<file path="src/design/cpso_pkg.sv">
// ---------------------------------------------------------------------------
// cpso_pkg
// Shared widths, defaults and the contour descriptor type.
// ---------------------------------------------------------------------------
package cpso_pkg;

  // Default contour capacity in points.
  localparam int unsigned MAX_POINTS_DEF = 32;
  localparam int unsigned COORD_W        = 32;
  localparam int unsigned PT_W           = 2 * COORD_W;
  // Width of a point count; holds counts up to 63.
  localparam int unsigned CNT_W          = 6;

  typedef logic [PT_W-1:0] point_t;

  // One finished contour, handed from the loader to the emitter.
  typedef struct packed {
    logic [CNT_W-1:0] n;
    logic             later;
    point_t           first;
  } contour_desc_t;

endpackage

</file>
<file path="src/design/cpso_desc_queue.sv">
// ---------------------------------------------------------------------------
// cpso_desc_queue
// Two-entry queue of finished contour descriptors between loader and
// emitter.
// ---------------------------------------------------------------------------
module cpso_desc_queue (
  input  logic                    clk,
  input  logic                    rst_n,
  input  logic                    push,
  input  cpso_pkg::contour_desc_t din,
  input  logic                    pop,
  output logic                    empty,
  output cpso_pkg::contour_desc_t dout
);
  import cpso_pkg::*;

  contour_desc_t ent_r [2];
  logic          wr_ptr_r;
  logic          rd_ptr_r;
  logic [1:0]    cnt_r;

  assign empty = (cnt_r == 2'd0);
  assign dout  = ent_r[rd_ptr_r];

  // Pointers and fill level; the loader never posts more than two.
  always_ff @(posedge clk) begin
    if (!rst_n) begin
      wr_ptr_r <= 1'b0;
      rd_ptr_r <= 1'b0;
      cnt_r    <= '0;
    end else begin
      if (push) begin
        wr_ptr_r <= ~wr_ptr_r;
      end
      if (pop) begin
        rd_ptr_r <= ~rd_ptr_r;
      end
      cnt_r <= cnt_r + {1'b0, push} - {1'b0, pop};
    end
  end

  // Entry storage.
  always_ff @(posedge clk) begin
    if (push) begin
      ent_r[wr_ptr_r] <= din;
    end
  end

endmodule

</file>
<file path="config.mk">
export PLATFORM = sky130hd
export DESIGN_NAME = cpso_desc_queue
export DESIGN_NICKNAME = d
export VERILOG_FILES = /design/src/design/cpso_pkg.sv /design/src/design/cpso_desc_queue.sv
export SDC_FILE = /design/constraint.sdc
export NUM_CORES = 1
export LEC_CHECK = 0
export ABC_CLOCK_PERIOD_IN_PS = 4500
export BUFFER_PORTS_ARGS = -buffer_cell sky130_fd_sc_hd__buf_2
export CAP_MARGIN = 20
export CORE_MARGIN = 8
export CORE_UTILIZATION = 52
export DETAILED_ROUTE_END_ITERATION = 10
export PLACE_DENSITY_LB_ADDON = 0.1
export SLEW_MARGIN = 10
export SYNTH_ARGS = -nofsm -noshare
export SYNTH_HDL_FRONTEND = slang
export SYNTH_SLANG_ARGS = --single-unit
</file>
<file path="constraint.sdc">
create_clock -name clk -period 4.5 [get_ports clk]
set_input_delay 0 -clock clk [delete_from_list [all_inputs] [get_ports clk]]
set_output_delay 0 -clock clk [all_outputs]
set_load 0.03 [all_outputs]
</file>
Yosys cells after proc, flatten, opt, wreduce, memory -nomap -nowiden
Memories as Yosys holds them, arrays and structs flattened. A register that Yosys moved wholly into a read port is not among the register bits.
Cells that the tools add are included.
- flip-flop bits (word level): 4
- bits in writable memories: 142
- bits of input ports: 75
- output and inout bits: 72
- word-level logic and storage cells: 13
- memories kept: 1
- add/subtract/negate cells: 2
- multiplexer cells: 4
- bitwise gates (word level): 2
- reduce and logical (&&, ||, !) cells: 1
- memories (memory ; words ; width ; read ports ; clocked after Yosys merged registers in ; write ports ; line ; RTL):
    ent_r ; 2 ; 71 ; 1 ; 1 ; 1 ; cpso_desc_queue.sv:17 ; contour_desc_t ent_r [2];
- operator list (operator ; count):
    $mux 1 ; 4
    $add 2x1->2 ; 1
    $logic_not 2->1 ; 1
    $not 1->1 ; 2
    $sub 2x1->2 ; 1

Logic depth before layout (Yosys ltp)
- depth in word-level cells: 3
- mapped depth: 6

Least setup slack after synthesis
Ideal clock, no wire load.
- path type: register to register
- start: register wr_ptr_r
- end: memory ent_r[0][0] (netlist name) (enable)
- setup time: 0.510 ns
- data arrival time: 3.479 ns
- required time: 3.990 ns
- setup slack: 0.512 ns
- cell stages (with the launch flop): 2
- buffers on the path: 0
- path through: dfxtp_1 > nor2b_1
- RTL lines (item ; line ; RTL):
    start: declaration ; cpso_desc_queue.sv:18 ; logic wr_ptr_r;
    start signal: assignment ; cpso_desc_queue.sv:33 ; wr_ptr_r <= ~wr_ptr_r;
    end: declaration ; cpso_desc_queue.sv:17 ;
No word-level cell before the write port.

==> impl_metrics.toml <==
[grt]
grt_usage_pct = 14.74
grt_pass1_wl_microns = 16300
grt_use_met3_pct = 5.828
grt-busiest-layer = "met2"
grt_pass1_vias = 3255
met2_usage_pct = 25.81
antenna_found_initial = 0
overflow = 0
grt_max_degree = 72
met1_usage_pct = 15.49

[clock_tree]
cts_num_sinks = 147
clkTransAtPathRegs_ps = 60
ctsHtreeMaxLevel = 4
clk_latency_ps = 510
cts-root-buf = "clkbuf_8"
cts.path.max_buffers = 2
cts_buffers = 17
cts_tree = "built"

[sta]
finalCritPeriodShare_pct = 55.88
drv_slew = 0
relSlewSlack_pct = 30.58
timing.fmax_mhz = 397.6
fin_setup_tns_ps = 0
hold_viol = 0
tightest_slew_ps = 1041
whs_ps = 209.3
period_minus_slack_ps = 2515
setup_violations = 0
finalWorstSetupSlack_ps = 1985
rsz0062_at_grt = "no"
finClkSkew_ps = 15.01

[worst_setup_path]
reg2regPathDepth = 2
critPathLaunchType = "flip-flop"
timing.rr.start = "wr_ptr_r"
path_max_fanout = 55
cp.depth = 3
critPathKind = "reg -> out"
critPathArrivalTime_ps = 2510
cp-endpoint = "dout[62]"
crit_required_ps = 4500
cpLargestDelayFamily = "flip-flops"
end_kind = "primary output"
r2r_slack_ps = 2510
crit_chain = "buf_4 -> mux2_4 -> buf_2"
max_stage_delay_ps = 1030
cp.buffers_inverters = 2
reg2reg_to = "ent_r[0][32]"
slowest_stage = "dfxtp_4"

[yosys]
avgSynthCellArea_sq_um = 23.64
yosysSeqAreaShare_pct = 76.61
ys_seq_elements = 147
synth_cells = 241
post_synth_num_cell_types = 14
syn-num-nets = 318
syn_area_sq_um = 5697
yosys_warnings = 0

[finish]
drive_above_1_share_pct = 51.23
fillerInstances = 670
design_area_sq_um = 7889
num-nets-final = 552
n_antenna_cell = 0
area_delta_synth_final_pct = 38.48

[placement]
portBuffers = 146
preCtsSetupSlack_ps = 2452
gp_congestion = 0.7211
dpl_cell_area_sq_um = 6480

[routing]
viasPerCell = 4.705
num_vias = 2955
drc = 0
drt-initial-drc-count = 104
drtAntennaViolNets = 0
drtPass1Iterations = 4
wl_microns = 10560
wl_per_cell_microns = 16.82

[die]
die_h_microns = 120.7
io_pins = 147
floorplan.initialDensity_pct = 53.02
die_x_microns = 120.7
rows = 38
design.die.area_sq_um = 14560
core_sq_um = 10750

[pwr]
power_uw = 3653
p_leak_uw = 0.003188
ir_worst_vdd_mv = 0.2650
p_per_area_nw_per_um2 = 463.1

[run]
cap_viol_max_count = 0

[min_path]
hp-class = "in -> reg"

[run_status]
outcome = "completed"
stage by stage:
stage	utilization, %	cells
6_report	73.42	628
5_1_grt	73.42	628
3_3_place_gp	60.31	521
3_5_place_dp	60.31	521
2_1_floorplan	-	241
4_1_cts	73.42	628
cell families (layout without fill, tap and decap cells):
group           after synthesis  count (layout)  share of synthesized area [%]
simple gates                  8               8                         0.8345
mux                          71              71                          18.65
compound gates                1               1                         0.1318
fa+ha+maj                     2               2                         0.4392
buf+inv                      10             257                          2.789
flops                       147             147                          76.61
xor+xnor                      2               2                         0.5491
area by class of cell:
class	instances	area [sq um]	share of cell area (%)
clock buffers	23	456.7	5.789
clock inverters	9	201.4	2.554
well taps	140	175.2	2.220
multi-input cells	84	1184	15.00
flip-flops and latches	147	4368	55.37
repair buffers	223	1496	18.97
inverters	2	7.507	0.09516
synth_stat cells:
| library cell | count | area [sq um] |
|---|---|---|
| and2_1 | 4 | 25.02 |
| buf_12 | 7 | 140.1 |
| buf_6 | 1 | 11.26 |
| dfxtp_1 | 5 | 100.1 |
| edfxtp_1 | 142 | 4264 |
| ha_1 | 2 | 25.02 |
| inv_1 | 2 | 7.510 |
| mux2_2 | 1 | 11.26 |
| mux2_4 | 70 | 1051 |
| nor2_1 | 1 | 3.750 |
| nor2b_1 | 3 | 18.77 |
| o21a_1 | 1 | 7.510 |
| xnor3_1 | 1 | 22.52 |
| xor2_1 | 1 | 8.760 |
power by group:
group	switching [uW]	internal (uW)
registers	46.2	1580
logic	258	234
clock network	489	1040
repair_timing:
item	in CTS	in global routing
endpoints found under the hold margin	147	0
setup buffers	0	0
gates resized for setup	0	0
hold buffers	75	0
state kept, by name, indices dropped and copies added, names as in the netlist, named ones only:
register,count
ent_r,142
cnt_r,2
wr_ptr_r,1
rd_ptr_r,1
metal layers:
| metal | up-vias | wire length [microns] |
|---|---|---|
| met5 | - | 0 |
| met4 | 0 | 156 |
| met3 | 14 | 750 |
| met2 | 95 | 5515 |
| met1 | 1427 | 4137 |
| li1 | 1419 | - |
how the worst min path moves through the flow:
stage                        from            to  slack (ps)  depth (start not counted)
after floorplan            din[0]   ent_r[0][0]         100                          0
after global placement    din[40]  ent_r[0][40]         190                          1
after detailed placement  din[16]  ent_r[1][16]         190                          1
after CTS                 din[43]  ent_r[1][43]         190                          2
after global routing      din[13]  ent_r[1][13]         190                          2
final                     din[47]  ent_r[0][47]         210                          2
cell usage in the layout (no fill, tap or decap), types with 2 or more instances in the layout:
| cell type | n |
|---|---|
| clkbuf_8 | 3 |
| edfxtp_1 | 142 |
| clkbuf_1 | 4 |
| nor2b_1 | 2 |
| buf_2 | 146 |
| mux2_4 | 70 |
| inv_1 | 2 |
| dlygate4sd3_1 | 75 |
| bufinv_16 | 6 |
| buf_4 | 2 |
| ha_1 | 2 |
| clkbuf_16 | 16 |
| dfxtp_1 | 4 |
| and2_1 | 3 |
No activity file was read; power rests on OpenSTA's default activity.
