[config.mk]
export PLATFORM = sky130hd
export DESIGN_NAME = cpso_front
export DESIGN_NICKNAME = d
export VERILOG_FILES = /design/src/design/cpso_pkg.sv /design/src/design/cpso_front.sv
export SDC_FILE = /design/constraint.sdc
export NUM_CORES = 1
export LEC_CHECK = 0
export BUFFER_PORTS_ARGS = -buffer_cell sky130_fd_sc_hd__buf_4
export CORE_ASPECT_RATIO = 1.75
export CORE_MARGIN = 2
export CORE_UTILIZATION = 50
export DETAILED_ROUTE_END_ITERATION = 10
export PLACE_DENSITY = 0.83
export SETUP_SLACK_MARGIN = 0.3
export SLEW_MARGIN = 10
export SYNTH_ARGS = -nofsm -noshare
export SYNTH_HDL_FRONTEND = slang
export SYNTH_SLANG_ARGS = --single-unit
[constraint.sdc]
create_clock -name clk -period 16 [get_ports clk]
set_input_delay 1.6 -clock clk [delete_from_list [all_inputs] [get_ports clk]]
set_output_delay 1.6 -clock clk [all_outputs]
set_load 0.02 [all_outputs]
[src/design/cpso_pkg.sv]
// ---------------------------------------------------------------------------
// cpso_pkg
// Shared widths, defaults and the contour descriptor type.
// ---------------------------------------------------------------------------
package cpso_pkg;

  // Default contour capacity in points.
  localparam int unsigned MAX_POINTS_DEF = 32;
  localparam int unsigned COORD_W        = 32;
  localparam int unsigned PT_W           = 2 * COORD_W;
  // Width of a point count; holds counts up to 63.
  localparam int unsigned CNT_W          = 6;

  typedef logic [PT_W-1:0] point_t;

  // One finished contour, handed from the loader to the emitter.
  typedef struct packed {
    logic [CNT_W-1:0] n;
    logic             later;
    point_t           first;
  } contour_desc_t;

endpackage

[src/design/cpso_front.sv]
// ---------------------------------------------------------------------------
// cpso_front
// Point loader: writes points into the free contour bank, detects the
// closing point and posts a descriptor for each finished contour.
// ---------------------------------------------------------------------------
module cpso_front #(
  parameter int unsigned MAX_POINTS = cpso_pkg::MAX_POINTS_DEF,
  localparam int unsigned IW = $clog2(MAX_POINTS)
) (
  input  logic                    clk,
  input  logic                    rst_n,
  input  logic                    push,
  output logic                    full,
  input  logic [31:0]             in_point_x,
  input  logic [31:0]             in_point_y,
  input  logic                    in_contour_end,
  input  logic                    in_path_end,
  output logic                    wr_en,
  output logic                    wr_bank,
  output logic [IW-1:0]           wr_idx,
  output cpso_pkg::point_t        wr_data,
  output logic                    desc_push,
  output cpso_pkg::contour_desc_t desc,
  input  logic                    retire
);
  import cpso_pkg::*;

  localparam logic [1:0] NUM_BANKS = 2'd2;

  logic [CNT_W-1:0] cnt_r;
  logic             later_r;
  logic             wbank_r;
  logic [1:0]       out_cnt_r;
  logic [1:0]       out_cnt_nxt;
  point_t           first_r;
  point_t           last_r;

  logic             accept;
  logic             room;
  point_t           pt;
  point_t           first_eff;
  point_t           last_eff;
  logic [CNT_W-1:0] n_raw;
  logic [CNT_W-1:0] n_eff;

  // A beat is taken only while a bank is free for loading.
  assign full   = (out_cnt_r == NUM_BANKS);
  assign accept = push && !full;
  assign room   = (cnt_r < CNT_W'(MAX_POINTS));
  assign pt     = {in_point_x, in_point_y};

  // Store write port; points beyond the capacity are discarded.
  assign wr_en   = accept && room;
  assign wr_bank = wbank_r;
  assign wr_idx  = cnt_r[IW-1:0];
  assign wr_data = pt;

  // Closing test on the contour as it stands after this beat.
  always_comb begin
    first_eff = (cnt_r == '0) ? pt : first_r;
    last_eff  = room ? pt : last_r;
    n_raw     = room ? (cnt_r + CNT_W'(1)) : cnt_r;
    if ((n_raw > CNT_W'(1)) && (last_eff == first_eff)) begin
      n_eff = n_raw - CNT_W'(1);
    end else begin
      n_eff = n_raw;
    end
  end

  assign desc_push   = accept && in_contour_end;
  assign desc.n      = n_eff;
  assign desc.later  = later_r;
  assign desc.first  = first_eff;

  // Contours loaded but not yet fully issued by the emitter.
  assign out_cnt_nxt = out_cnt_r + {1'b0, desc_push} - {1'b0, retire};

  // Control state.
  always_ff @(posedge clk) begin
    if (!rst_n) begin
      cnt_r     <= '0;
      later_r   <= 1'b0;
      wbank_r   <= 1'b0;
      out_cnt_r <= '0;
    end else begin
      out_cnt_r <= out_cnt_nxt;
      if (accept) begin
        if (in_contour_end) begin
          cnt_r   <= '0;
          later_r <= !in_path_end;
          wbank_r <= ~wbank_r;
        end else if (room) begin
          cnt_r <= cnt_r + CNT_W'(1);
        end
      end
    end
  end

  // First and most recent stored point of the open contour.
  always_ff @(posedge clk) begin
    if (wr_en) begin
      last_r <= pt;
      if (cnt_r == '0) begin
        first_r <= pt;
      end
    end
  end

endmodule

After elaboration in Yosys (flattened, before gate mapping) --
Index checks and enable logic that the tools add are counted.
Operators by class: order comparisons 2, bitwise logic cells 1, div/mod/pow operators 0, multiply operators 0, reduce and logical (&&, ||, !) cells 8, shifts and indexed selects 0, equal/unequal tests 2, muxes and demuxes 5, add/sub/neg operators 4
Operators by type and width (count):
- $mux 64 | 2
- $eq 64x64->1 | 1
- $mux 6 | 3
- $add 6x1->6 const B | 1
- $gt 6x1->1 const B | 1
- $logic_not 6->1 | 1
- $lt 6x6->1 const B | 1
- $sub 6x1->6 const B | 1
- $logic_and 1x1->1 | 4
- $add 2x1->2 | 1
- $eq 2x2->1 const B | 1
- $logic_not 1->1 | 2
- $reduce_and 2->1 | 1
- $sub 2x1->2 | 1
- $not 1->1 | 1
Storage, ports and cells: flip-flop bits (word level) 138, word-level logic and storage cells 28, output and inout bits 144, bits in writable memories 0, input bits 70, ROM bits 0, memories 0, bits in latches 0

Longest topological paths before layout --
word-level depth 6, gate-level depth with buffers 10, gate-level depth less buffers 10

Worst setup path before layout --
OpenSTA, ideal clock, no wires.
path kind input-to-output, start point in push, end point out wr_en, slack 6.926 ns, stages 3, buffers on the path 1, arrival 7.474 ns, data required time 14.400 ns, cell sequence nand2b_1 > clkbuf_1 > nor2_1
Between the ends: word-level cells in the longest chain between the ends 2
Ends and longest elaborated chain:
- from (decl) | RTL line cpso_front.sv:12 | input logic push,
- $logic_and 1x1->1 | RTL line cpso_front.sv:48 | assign accept = push && !full;
- $logic_and 1x1->1 | RTL line cpso_front.sv:53 | assign wr_en = accept && room;
- to (decl) | RTL line cpso_front.sv:18 | output logic wr_en,
Every way passes these cells.

==> results by group <==
Critical path
  • CP Max Fanout: 10
  • Critical Path Source Type: input port
  • WS Path Type: input port to primary output
  • CP endpoint kind: primary output
  • Data required, critical path: approximately 14 ns
  • Crit-path most repeated cell: buf_4
  • Crit-path cells: buf_4 -> xor2_1 -> nor4_1 -> nand4_1 -> a211oi_4 -> nor2_1 -> o21a_1 -> a211oi_2 -> buf_4
  • Crit path largest cell delay: between 0.4 and 0.5 ns
  • Crit path DAT: 3.58 ns
  • Slowest CP cell: a211oi_4

Clock tree
  • Clock root cell: clkbuf_16
  • CTS tree: yes
  • Clock sink count: 138
  • Worst-Skew Late Latency: 0.41 ns
  • Clock buffer depth: 2
  • CTS Buf Count: 17
  • Clk pin slew, worst setup/hold paths: 0.06 ns
  • PostCTS Resize Cnt: 0
  • Hold_buf cts: 0
  • H-Tree Depth: 4
  • Post-CTS Setup Bufs: 0

Logic synthesis
  • Syn avg cell area: 10.8 sq um
  • Post-synthesis register bit count: around 140
  • Syn. warnings: 0
  • Syn Inst Count: 688
  • Area contributors post-synth: edfxtp_1 52%, nand2_1 9.9%, xnor2_1 9.4%, buf_4 7.2%, xor2_1 6.0%
  • Ys flop type: edfxtp_1
  • Mapped Nets: roughly 760
  • Register area share after synthesis: about 54%
  • Area share of the largest cell type after synthesis: 51.6%
  • Unique masters post-synth: between 40 and 50
  • Post-synth EDFFs: between 100 and 150
  • Post-synthesis async set-or-reset flop share: 0%
  • Post-Syn Area: 7450 sq um
  • Leading area contributor after synthesis: edfxtp_1

Die
  • Die area: around 16,000 sq um
  • Core box area: between 10,000 and 15,000 sq um
  • Die Wd: just under 100 um
  • Die height: approximately 170 um
  • Io pins: 214
  • Site Rows: 59
  • Initial core utilization: between 50% and 60%

Pwr
  • Comb power frac: 24.4%
  • NetSw: between 0.0003 and 0.0004 W
  • Pwr Density: ~130 nW/um^2
  • Net Sw Frac: a little under a third
  • Leak: 3.88 nW
  • Reg power frac: 41.4%
  • Clock power share: 34.2%
  • Max IR drop VDD: 0.0876 mV
  • Pwr Total: approximately 0.0012 W
  • Internal: 0.000830 W

Detailed routing
  • Via count of the routed design: 5,331
  • Average wire per standard cell: 17.4 um
  • DR DRC count: 0
  • Drt first pass iters: 5
  • Final Routed Wirelength: 18.0 mm
  • First DRT Iteration DRCs: 261
  • Antenna viol nets, final: 0
  • Via/cell ratio: between 5 and 6

Cells and area
  • Commonest non-fill, non-tap cell in the layout: buf_4
  • Most frequent cells in the layout: 217 x buf_4, 197 x nand2_1, 128 x edfxtp_1
  • Number of inserted diodes: 0
  • Share of cells above drive strength 1: 30.5%
  • Layout area overhead: 25.4%
  • # nets final: 913

STA
  • Layout Skew: approximately 0.011 ns
  • Fmax: 0.193 GHz
  • Normalized max-slew margin: 27.5%
  • Setup_tns: 0 ns
  • RSZ-0062 raised after global routing: no
  • Period utilization: 32.4%
  • Worst Setup Slack, final: 10.82 ns
  • Final hold violations: 0
  • Setup violators final: 0
  • Final slew viol count: 0
  • Crit path time final: around 5.2 ns
  • Worst-margin pin slew: 1.09 ns

Job
  • Max-Cap Viols: 0

Outcome
  • Status: complete, no violations

GRT
  • Vias in the first global route: 5,170
  • GR Overflow Total: 0
  • Tot GR Track Use: between 20% and 30%
  • Global-route wire length before repair: 26.6 mm
  • Largest net degree at the start of global routing: 68
  • Initial antenna violation count: 0

Placed design
  • Port-buffer cells: 213
  • GP Congestion: 0.785
  • HPWL Detailed: 13.1 mm
  • Place WS: 10.83 ns

Hold path
  • Hold Path Class: flop to flop
cells by family (layout without fill, tap and decap cells):
kind of cell	count (synthesis)	after routing	synth area share (%)
flops	138	138	54.3
mux	8	8	1.08
xor+xnor	131	131	15.4
buf+inv	94	256	8.33
fa+ha+maj	6	6	1.01
simple gates	283	283	16.9
compound gates	28	28	3.02
worst paths after layout:
| path | cells after the start | slack [ns] | start | endpoint |
|---|---|---|---|---|
| min reg2reg | 1 | 0.51 | later_r | later_r |
| max | 9 | 10.82 | in_point_y[17] | desc[67] |
| max reg2reg | 5 | 13.05 | out_cnt_r[1] | first_r[13] |
| min | 1 | 0.51 | later_r | later_r |
power by group through the flow:
| stage | Sequential, W | Clock (W) | Combinational (W) |
|---|---|---|---|
| global placement | 0.000503 | 0 | 0.000292 |
| CTS | 0.000498 | 0.000418 | 0.000298 |
| finish | 0.000497 | 0.000411 | 0.000294 |
| detailed placement | 0.000505 | 0 | 0.000296 |
| floorplan | 0.000507 | 0 | 0.000187 |
| global route | 0.000504 | 0.000431 | 0.000318 |
flip-flops by register name, indices dropped and copies added (netlist names):
signal	cells
first_r	64
last_r	64
cnt_r	6
later_r	1
out_cnt_r	2
wr_bank	1
worst max-delay path, delay by kind of cell:
kind,cells,cell delay [ns]
buffers and inverters,2,0.31
xor gates and xnor gates,1,0.15
AOI/OAI and AO/OA,3,0.91
and+or+nand+nor,3,0.62
metal layers:
layer,global-route usage (%),share of wire [%]
met2,42.5,57
met5,0,0
met4,7.27,1.8
met3,3.95,5.3
met1,24.7,36
cells in the mapped netlist, types with 6 or more instances:
library cell,number
nor2_1,9
nand3_1,8
nor3_1,10
nand4_1,22
buf_4,71
clkbuf_1,14
ha_1,6
nand2_1,197
mux2i_1,8
xor2_1,51
xnor2_1,80
nor2b_1,7
edfxtp_1,128
a21oi_1,6
inv_1,7
nor4_1,12
dfxtp_1,10
area by class of cell:
cell class	instances	area (sq um)
timing repair buffer	217	1630
multi-input combinational	456	2800
clock buffer	18	429
sequential	138	4040
tap	183	229
fill	1186	5350
inverter	7	26.3
clock inverter	14	188
per-stage QoR:
stage	hold WS, ns	area, sq um	std cells	utilization (%)
6_report	0.510	9340	1033	63.6
3_5_place_dp	0.506	8730	1001	59.4
3_3_place_gp	0.483	8730	1001	59.4
2_1_floorplan	0.473	7450	688	-
4_1_cts	0.521	9340	1033	63.6
5_1_grt	0.547	9340	1033	63.6
Note: power is estimated with default switching activity, not from simulation.
