`src/design/cpso_pkg.sv`:
```
// ---------------------------------------------------------------------------
// cpso_pkg
// Shared widths, defaults and the contour descriptor type.
// ---------------------------------------------------------------------------
package cpso_pkg;

  // Default contour capacity in points.
  localparam int unsigned MAX_POINTS_DEF = 32;
  localparam int unsigned COORD_W        = 32;
  localparam int unsigned PT_W           = 2 * COORD_W;
  // Width of a point count; holds counts up to 63.
  localparam int unsigned CNT_W          = 6;

  typedef logic [PT_W-1:0] point_t;

  // One finished contour, handed from the loader to the emitter.
  typedef struct packed {
    logic [CNT_W-1:0] n;
    logic             later;
    point_t           first;
  } contour_desc_t;

endpackage

```
`src/design/cpso_back.sv`:
```
// ---------------------------------------------------------------------------
// cpso_back
// Strip emitter: holds the two contour banks, walks each finished contour
// front and back alternately and queues the strip vertices for output.
// ---------------------------------------------------------------------------
module cpso_back #(
  parameter int unsigned MAX_POINTS = cpso_pkg::MAX_POINTS_DEF,
  localparam int unsigned IW = $clog2(MAX_POINTS)
) (
  input  logic                    clk,
  input  logic                    rst_n,
  input  logic                    wr_en,
  input  logic                    wr_bank,
  input  logic [IW-1:0]           wr_idx,
  input  cpso_pkg::point_t        wr_data,
  input  logic                    desc_empty,
  input  cpso_pkg::contour_desc_t desc,
  output logic                    desc_pop,
  output logic                    retire,
  output logic [31:0]             out_vertex_x,
  output logic [31:0]             out_vertex_y,
  output logic                    out_run_last,
  output logic                    empty,
  input  logic                    pop
);
  import cpso_pkg::*;

  // Emission phases.
  localparam logic [1:0] PH_PREV  = 2'd0;
  localparam logic [1:0] PH_BRK   = 2'd1;
  localparam logic [1:0] PH_FIRST = 2'd2;
  localparam logic [1:0] PH_BODY  = 2'd3;

  // Source of a vertex in flight.
  localparam logic [1:0] KIND_MEM  = 2'd0;
  localparam logic [1:0] KIND_FIX  = 2'd1;
  localparam logic [1:0] KIND_PREV = 2'd2;

  localparam logic [2:0] OF_DEPTH = 3'd4;

  typedef struct packed {
    point_t pt;
    logic   last;
  } vertex_ent_t;

  // Contour banks.
  point_t mem_r [2][MAX_POINTS];
  point_t rd_data_r;

  // Sequencer state.
  logic             busy_r, busy_nxt;
  logic [1:0]       phase_r, phase_nxt;
  logic             side_r, side_nxt;
  logic [IW-1:0]    a_r, a_nxt;
  logic [IW-1:0]    b_r, b_nxt;
  logic             rbank_r, rbank_nxt;
  logic [CNT_W-1:0] n_r;
  point_t           first_r;
  point_t           prev_r;

  // Read stage.
  logic             s1_valid_r;
  logic [1:0]       s1_kind_r;
  logic             s1_last_r;
  point_t           s1_fixed_r;

  // Output queue.
  vertex_ent_t      of_mem_r [4];
  logic [1:0]       of_wr_ptr_r;
  logic [1:0]       of_rd_ptr_r;
  logic [2:0]       of_cnt_r;

  logic             space;
  logic             issue;
  logic             done;
  logic             rd_en;
  logic [IW-1:0]    rd_idx;
  logic [1:0]       iss_kind;
  logic             iss_last;
  logic [CNT_W-1:0] n_m1;
  logic [IW:0]      a_inc;
  logic             of_pop;
  point_t           wdata;

  // Room in the output queue counting the vertex still in the read stage.
  assign space = ((of_cnt_r + {2'b0, s1_valid_r}) < OF_DEPTH);
  assign issue = busy_r && space;
  assign n_m1  = n_r - CNT_W'(1);
  assign a_inc = {1'b0, a_r} + (IW+1)'(1);

  // Strip sequencer: break, first point, then front/back pairs and middle.
  always_comb begin
    busy_nxt  = busy_r;
    phase_nxt = phase_r;
    side_nxt  = side_r;
    a_nxt     = a_r;
    b_nxt     = b_r;
    rbank_nxt = rbank_r;
    iss_kind  = KIND_FIX;
    iss_last  = 1'b0;
    rd_en     = 1'b0;
    rd_idx    = a_r;
    done      = 1'b0;
    desc_pop  = 1'b0;
    if (!busy_r) begin
      if (!desc_empty) begin
        desc_pop  = 1'b1;
        busy_nxt  = 1'b1;
        phase_nxt = desc.later ? PH_PREV : PH_FIRST;
      end
    end else if (space) begin
      case (phase_r)
        PH_PREV: begin
          iss_kind  = KIND_PREV;
          phase_nxt = PH_BRK;
        end
        PH_BRK: begin
          phase_nxt = PH_FIRST;
        end
        PH_FIRST: begin
          if (n_r == CNT_W'(1)) begin
            iss_last = 1'b1;
            done     = 1'b1;
          end else begin
            phase_nxt = PH_BODY;
            a_nxt     = IW'(1);
            b_nxt     = n_m1[IW-1:0];
            side_nxt  = 1'b0;
          end
        end
        PH_BODY: begin
          iss_kind = KIND_MEM;
          rd_en    = 1'b1;
          if (a_r == b_r) begin
            // Middle point left over.
            iss_last = 1'b1;
            done     = 1'b1;
          end else if (!side_r) begin
            side_nxt = 1'b1;
          end else begin
            rd_idx   = b_r;
            iss_last = (a_inc >= {1'b0, b_r});
            a_nxt    = a_r + IW'(1);
            b_nxt    = b_r - IW'(1);
            side_nxt = 1'b0;
            done     = iss_last;
          end
        end
        default: begin
          done = 1'b1;
        end
      endcase
    end
    if (done) begin
      busy_nxt  = 1'b0;
      rbank_nxt = ~rbank_r;
    end
  end

  // The bank is free as soon as its last read has issued.
  assign retire = done;

  // Sequencer registers.
  always_ff @(posedge clk) begin
    if (!rst_n) begin
      busy_r     <= 1'b0;
      phase_r    <= PH_FIRST;
      side_r     <= 1'b0;
      a_r        <= '0;
      b_r        <= '0;
      rbank_r    <= 1'b0;
      s1_valid_r <= 1'b0;
    end else begin
      busy_r     <= busy_nxt;
      phase_r    <= phase_nxt;
      side_r     <= side_nxt;
      a_r        <= a_nxt;
      b_r        <= b_nxt;
      rbank_r    <= rbank_nxt;
      s1_valid_r <= issue;
    end
  end

  // Descriptor payload and read-stage payload.
  always_ff @(posedge clk) begin
    if (desc_pop) begin
      n_r     <= desc.n;
      first_r <= desc.first;
    end
    if (issue) begin
      s1_kind_r  <= iss_kind;
      s1_last_r  <= iss_last;
      s1_fixed_r <= first_r;
    end
  end

  // Bank memory: one write port from the loader, one registered read port.
  always_ff @(posedge clk) begin
    if (wr_en) begin
      mem_r[wr_bank][wr_idx] <= wr_data;
    end
    if (rd_en) begin
      rd_data_r <= mem_r[rbank_r][rd_idx];
    end
  end

  // Vertex selection; the break vertex reads the last vertex already queued.
  always_comb begin
    case (s1_kind_r)
      KIND_MEM:  wdata = rd_data_r;
      KIND_PREV: wdata = prev_r;
      default:   wdata = s1_fixed_r;
    endcase
  end

  // Last vertex of each contour is remembered for the next break.
  always_ff @(posedge clk) begin
    if (!rst_n) begin
      prev_r <= '0;
    end else if (s1_valid_r && s1_last_r) begin
      prev_r <= wdata;
    end
  end

  // Output queue.
  assign empty  = (of_cnt_r == 3'd0);
  assign of_pop = pop && !empty;

  always_ff @(posedge clk) begin
    if (!rst_n) begin
      of_wr_ptr_r <= '0;
      of_rd_ptr_r <= '0;
      of_cnt_r    <= '0;
    end else begin
      if (s1_valid_r) begin
        of_wr_ptr_r <= of_wr_ptr_r + 2'd1;
      end
      if (of_pop) begin
        of_rd_ptr_r <= of_rd_ptr_r + 2'd1;
      end
      of_cnt_r <= of_cnt_r + {2'b0, s1_valid_r} - {2'b0, of_pop};
    end
  end

  always_ff @(posedge clk) begin
    if (s1_valid_r) begin
      of_mem_r[of_wr_ptr_r] <= '{pt: wdata, last: s1_last_r};
    end
  end

  assign out_vertex_x = of_mem_r[of_rd_ptr_r].pt[PT_W-1:COORD_W];
  assign out_vertex_y = of_mem_r[of_rd_ptr_r].pt[COORD_W-1:0];
  assign out_run_last = of_mem_r[of_rd_ptr_r].last;

endmodule

```
`config.mk`:
```
export PLATFORM = sky130hd
export DESIGN_NAME = cpso_back
export DESIGN_NICKNAME = d
export VERILOG_FILES = /design/src/design/cpso_pkg.sv /design/src/design/cpso_back.sv
export SDC_FILE = /design/constraint.sdc
export NUM_CORES = 2
export LEC_CHECK = 0
export ABC_AREA = 1
export BUFFER_PORTS_ARGS = -buffer_cell sky130_fd_sc_hd__buf_2
export CAP_MARGIN = 20
export CORE_UTILIZATION = 57
export DETAILED_ROUTE_END_ITERATION = 16
export PLACE_DENSITY_LB_ADDON = 0.12
export SLEW_MARGIN = 20
export SYNTH_ARGS = -nofsm -noshare
export SYNTH_HDL_FRONTEND = slang
export SYNTH_MEMORY_MAX_BITS = 65536
export SYNTH_SLANG_ARGS = --single-unit
```
`constraint.sdc`:
```
create_clock -name clk -period 6.3 [get_ports clk]
set_input_delay 0.315 -clock clk [delete_from_list [all_inputs] [get_ports clk]]
set_output_delay 0.315 -clock clk [all_outputs]
set_load 0.005 [all_outputs]
```
# [Yosys cells after proc, flatten, opt, wreduce, memory -nomap -nowiden]
# Memories as Yosys holds them, arrays and structs flattened. A register that Yosys moved wholly into a read port is not among the register bits.
# Index checks and enable logic that the tools add are counted.
[word_totals] reg_bits=288 ramBits=4356 inputBits=146 out_inout_bits=68 word_cells=113 mem_count=2
[classes] n_addsub=8 magnitude_cmp=5 n_eq_ne=13 muxes=50 n_bitwise=4 n_reduce_logical=14
[mem_list] name="mem_r" words=2 width=2048 rd=1 rd_ports_with_merged_regs=1 write_ports=1 line="cpso_back.sv:47" rtl="point_t mem_r [2][MAX_POINTS];"
[mem_list] name="of_mem_r" words=4 width=65 rd=1 rd_ports_with_merged_regs=1 write_ports=1 line="cpso_back.sv:68" rtl="vertex_ent_t of_mem_r [4];"
[ops] op="2048-bit two-way mux" n=1
[ops] op="64-bit binary-select mux with 5-bit select" n=1
[ops] op="64-bit demux with 5-bit select" n=1
[ops] op="64-bit two-way mux" n=3
[ops] op="64-bit one-hot mux with 2 select lines" n=1
[ops] op="5-bit two-way mux" n=11
[ops] op="5-bit one-hot mux with 2 select lines" n=2
[ops] op="1-bit two-way mux" n=19
[ops] op="2-bit two-way mux" n=7
[ops] op="6-bit >= comparator, second input constant" n=2
[ops] op="5-bit inverter with 6-bit output" n=2
[ops] op="5-bit by 1-bit subtractor with 5-bit output, second input constant" n=2
[ops] op="5-bit by 1-bit adder with 6-bit output, second input constant" n=1
[ops] op="2-bit equality test, second input constant" n=3
[ops] op="6-bit by 1-bit equality test with 1-bit output, second input constant" n=1
[ops] op="6-bit by 5-bit >= comparator with 1-bit output" n=1
[ops] op="6-bit by 1-bit < comparator with 1-bit output, second input constant" n=1
[ops] op="2-bit != test, second input constant" n=3
[ops] op="2-bit one-hot mux with 3 select lines" n=1
[ops] op="6-bit AND reduction" n=1
[ops] op="5-bit by 1-bit adder with 5-bit output, second input constant" n=1
[ops] op="5-bit equality test" n=1
[ops] op="5-bit AND reduction" n=1
[ops] op="2-bit by 1-bit adder with 2-bit output, second input constant" n=2
[ops] op="18 further kinds" n=25

# [Logic depth before layout (Yosys ltp)]
[depth] word_depth=9 ltp_mapped=18 depth_no_buf=16

# [Least setup slack after synthesis]
# No wires, ideal clock.
[synth_timing] path_type="input port to flip-flop" from="input port wr_en" to="memory mem_r[0][192] (netlist bit) (enable)" setup_ns=0.565 arrival_ns=5.353 setup_slack_ns=0.383 stages=4 path_cell_list="inv_1 -> nor3_1 -> inv_1 -> nor3_1"
[synth_between] elab_chain_cells=2
[synth_lines] element="start: declaration" line="cpso_back.sv:12" rtl="input logic wr_en,"
[synth_lines] element="1-bit two-way mux" line="cpso_back.sv:199" rtl="if (wr_en) begin"
[synth_lines] element="2048-bit two-way mux (not written as such)" line="cpso_back.sv:200" rtl="mem_r[wr_bank][wr_idx] <= wr_data;"
[synth_lines] element="end: declaration" line="cpso_back.sv:47"
# No other way between the ends.

# [Worst setup path after layout]
[layout_timing] from="register s1_valid_r" to="register rd_data_r[42], data pin"
[layout_between] elab_chain_cells=8
[layout_lines] element="start: declaration" line="cpso_back.sv:62" rtl="logic s1_valid_r;"
[layout_lines] element="start signal: assignment" line="cpso_back.sv:180" rtl="s1_valid_r <= issue;"
[layout_lines] element="3-bit by 1-bit adder with 3-bit output" line="cpso_back.sv:86" rtl="assign space = ((of_cnt_r + {2'b0, s1_valid_r}) < OF_DEPTH);"
[layout_lines] element="3-bit < comparator" line="cpso_back.sv:86"
[layout_lines] element="5-bit two-way mux" line="cpso_back.sv:111" rtl="end else if (space) begin"
[layout_lines] element="5-bit two-way mux" line="cpso_back.sv:105" rtl="if (!busy_r) begin"
[layout_lines] element="5-bit inverter with 6-bit output (not written as such)" line="cpso_back.sv:203" rtl="rd_data_r <= mem_r[rbank_r][rd_idx];"
[layout_lines] element="64-bit binary-select mux with 5-bit select" line="cpso_back.sv:203"
[layout_lines] element="64-bit two-way mux (not written as such) (2 in a row)" line="cpso_back.sv:203"
[layout_lines] element="end signal: assignment" line="cpso_back.sv:203"
[layout_lines] element="end: declaration" line="cpso_back.sv:48" rtl="point_t rd_data_r;"
# No other way between the ends. The select of a mux whose other input is x is not followed.
# A chain may end at the register's enable or synchronous reset.

==> results.py <==
metrics = {
    "run_status": {
        "outcome": "completed",
    },
    "setup_path": {
        "crit_type": "flip-flop to flip-flop",
        "endpoint": "rd_data_r[42]",
        "worst-path-max-fanout": 86,
        "cp.arrival_ns": 5.75,
        "crit_path_end_kind": "flip-flop",
        "slowest_delay_ns": 0.74,
        "path_cells": "ha_1, ha_1, inv_1, nand2_1, nand2_1, nand3_2, nor2_4, nand3_4, nand2_8, buf_12, buf_4, buf_4, nand2_1, nand3_1, nand3_1, nand3_1, nand3_1, nand2_1",
        "timing.rr.start": "s1_valid_r",
        "cp_slowest_cell": "buf_4",
        "reg2reg_depth": 18,
        "r2r_end": "rd_data_r[42]",
        "required_ns": 7.16,
        "startpoint_type": "flip-flop",
        "critPathLaunch": "s1_valid_r",
        "rrSetupSlack_ns": 1.41,
    },
    "floorplan": {
        "rows": 210,
        "fp.coreArea_um2": 328000,
        "die_w_um": 577,
        "die_area_um2": 333000,
        "initial_core_util": 0.574,
        "ios": 214,
        "die_y_um": 577,
    },
    "global_route": {
        "grt_max_degree": 129,
        "grt_pass1_wl_mm": 820,
        "grt_pass1_vias": 112000,
        "track_usage": 0.347,
        "antenna_found_initial": 61,
        "gr-total-overflow": 0,
    },
    "route": {
        "vias": 115000,
        "drt_iter0_drc": 15500,
        "drc": 0,
        "antenna_left": 0,
        "totalWireLength_mm": 582,
        "vias_per_cell": 6.51,
        "drt-wirelength-per-cell_um": 33.0,
        "dr.pass1.iters": 6,
    },
    "cells_and_area": {
        "final_cells": 17600,
        "register_area_um2": 139000,
        "final_cell_mix": "4557 x edfxtp_1, 2311 x nand3_1, 2048 x mux2_2",
        "fillers": 23300,
        "multi_input_area_um2": 46200,
        "area_growth_pct": 12.3,
        "layout.nets": 13000,
        "drive_gt1_frac": 0.252,
        "mostFrequentLayoutCell": "edfxtp_1",
    },
    "place": {
        "placed_cells": 16600,
        "numPortBuffers": 213,
        "gp_congestion": 0.839,
        "hpwl_mm": 295,
    },
    "sta": {
        "fmax_ghz": 0.204,
        "grt_setup_unrepaired": "no",
        "finalCriticalPeriod_ns": 4.89,
        "final-hold-violation-count": 0,
        "whs_ns": 0.0527,
        "period_share": 0.776,
        "finalSetupViolations": 0,
        "drv_slew": 0,
        "tightest_slew_ns": 1.24,
        "finalClockSkew_ns": 0.0402,
        "fin_setup_tns_ns": 0,
        "maxSlewHeadroom": 0.176,
    },
    "logic_synthesis": {
        "avgSynthCellArea_um2": 15.0,
        "ys_ff_latch": 4647,
        "synth_top_area_frac": 0.727,
        "synth.cell_area_um2": 188000,
        "yosysSeqAreaShare": 0.736,
        "synth.distinct_cells": 37,
        "synth_cells": 12500,
        "synthTopCellsByArea": "edfxtp_1 73%, mux2_2 12%, nand3_1 6.1%",
        "synth_top_area_cell": "edfxtp_1",
        "synth_nets": 12700,
        "yosys_warnings": 0,
    },
    "cts": {
        "cts_tree": "yes",
        "clkSinkCount": 4647,
        "worstSkewPairLatency_ns": 1.00,
        "clk_pin_slew_ns": 0.06,
        "clockBufferDepth": 4,
        "cts_setup_buffers": 0,
        "htreeDepth": 5,
        "root_buffer": "clkbuf_16",
        "cts_buffers": 468,
    },
    "flow_run": {
        "maxCapViolations": 0,
    },
    "pwr": {
        "seq_power_share": 0.498,
        "p_int_mw": 52.8,
        "clkPwrFrac": 0.389,
        "p_per_area_nw_per_um2": 331,
        "p_comb_frac": 0.113,
        "p_leak_nw": 70.0,
        "peakVddDrop_uv": 244,
        "switching_share": 0.247,
        "p_sw_mw": 17.3,
    },
    "min_path": {
        "hp-class": "input port to flip-flop",
    },
}
## flip-flops by register name, summed over array words and instances (netlist names), named ones only
signal	cells
of_mem_r	260
busy_r	1
n_r	6
of_wr_ptr_r	2
side_r	1
a_r	5
s1_last_r	1
s1_valid_r	1
prev_r	64
mem_r	4096
phase_r	2
rd_data_r	64
s1_fixed_r	64
b_r	5
s1_kind_r	2
of_cnt_r	3
rbank_r	1
of_rd_ptr_r	2
first_r	64
## worst min path at each step
stage	startpoint	to	slack, ns	cells after the start
6_report	wr_data[42]	mem_r[1][938]	0.05	1
3_3_place_gp	first_r[36]	s1_fixed_r[36]	0.40	0
4_1_cts	desc[23]	first_r[23]	0.0001	2
2_1_floorplan	first_r[0]	s1_fixed_r[0]	0.40	0
5_1_grt	desc[41]	first_r[41]	0.04	2
3_5_place_dp	first_r[12]	s1_fixed_r[12]	0.40	0
## what timing repair did
item	in CTS	in global routing
hold buffers	105	27
resized for setup	0	0
endpoints found under the setup margin	0	0
endpoints found under the hold margin	167	1646
## cell families (layout without fill, tap and decap cells)
family | count (synthesis) | in the layout | synth area share
compound gates | 392 | 392 | 0.0127
xor+xnor | 7 | 7 | 0.000326
fa+ha+maj | 19 | 19 | 0.00126
buf+inv | 929 | 1658 | 0.0214
flops | 4647 | 4647 | 0.736
mux | 2048 | 2048 | 0.122
other cells | 0 | 25 | 0
simple gates | 4483 | 4483 | 0.106
## power groups by stage
stage	sequential [mW]	combinational (mW)	clock, mW
floorplan	35.3	5.11	0
global placement	35.5	7.58	0
detailed placement	35.5	7.72	0
CTS	34.9	7.83	27.4
global route	34.9	8.58	28.5
finish	34.9	7.94	27.2
## synthesized netlist by cell type
master / number
inv_2: 4
mux2_2: 2048
nand2_2: 2
buf_4: 21
xnor2_1: 2
nand3_1: 2312
nor2_1: 242
nand4_1: 1
o21ai_2: 3
o21bai_1: 1
clkbuf_1: 351
nor2_2: 2
ha_1: 19
o21a_1: 1
xor2_1: 5
nor2_4: 1
nand2_1: 1864
edfxtp_1: 4557
nand2_8: 1
nand3_4: 1
o211ai_1: 42
a211oi_1: 67
nor4_1: 1
or2_2: 1
buf_2: 370
inv_1: 129
a22oi_1: 23
a31oi_1: 1
nor3_1: 51
buf_1: 54
o22ai_1: 65
a21oi_1: 15
o21ai_0: 172
nand3_2: 2
nand2_4: 2
o32ai_1: 2
dfxtp_1: 90
## cell type report
| cell class | instances | share of cell area |
|---|---|---|
| clock buffers | 589 | 0.0589 |
| flip-flops and latches | 4647 | 0.656 |
| repair buffers | 669 | 0.0275 |
| diodes | 25 | 0.000296 |
| inverters | 133 | 0.00250 |
| multi-input cells | 6949 | 0.218 |
| well taps | 4346 | 0.0257 |
| clock inverters | 267 | 0.0112 |
## worst max-delay path, delay by kind of cell (launching register included)
kind                       cells  cell delay, ns
DFF                            1            0.39
buffers and inverters          4            1.72
and+or+nand+nor               12            2.08
adders and majority gates      2            0.44
## per-stage QoR
| stage | total power [mW] | util | cell area (um^2) | setup WS, ns |
|---|---|---|---|---|
| finish | 70.0 | 0.645 | 211000 | 1.41 |
| global route | 72.0 | 0.645 | 211000 | 1.18 |
| CTS | 70.1 | 0.644 | 211000 | 1.50 |
| detailed placement | 43.2 | 0.595 | 195000 | 1.53 |
| global placement | 43.1 | 0.595 | 195000 | 1.50 |
| floorplan | 40.4 | - | 188000 | 0.383 |
## metal layers
layer | part of all wire | vias to the layer above | GRT usage
met3 | 0.12 | 1271 | 0.0854
met4 | 0.045 | 32 | 0.143
met5 | 0.00035 | - | 0
li1 | - | 47700 | -
met1 | 0.38 | 58800 | 0.479
met2 | 0.45 | 6956 | 0.532
Power figures use the tool's default switching activity.
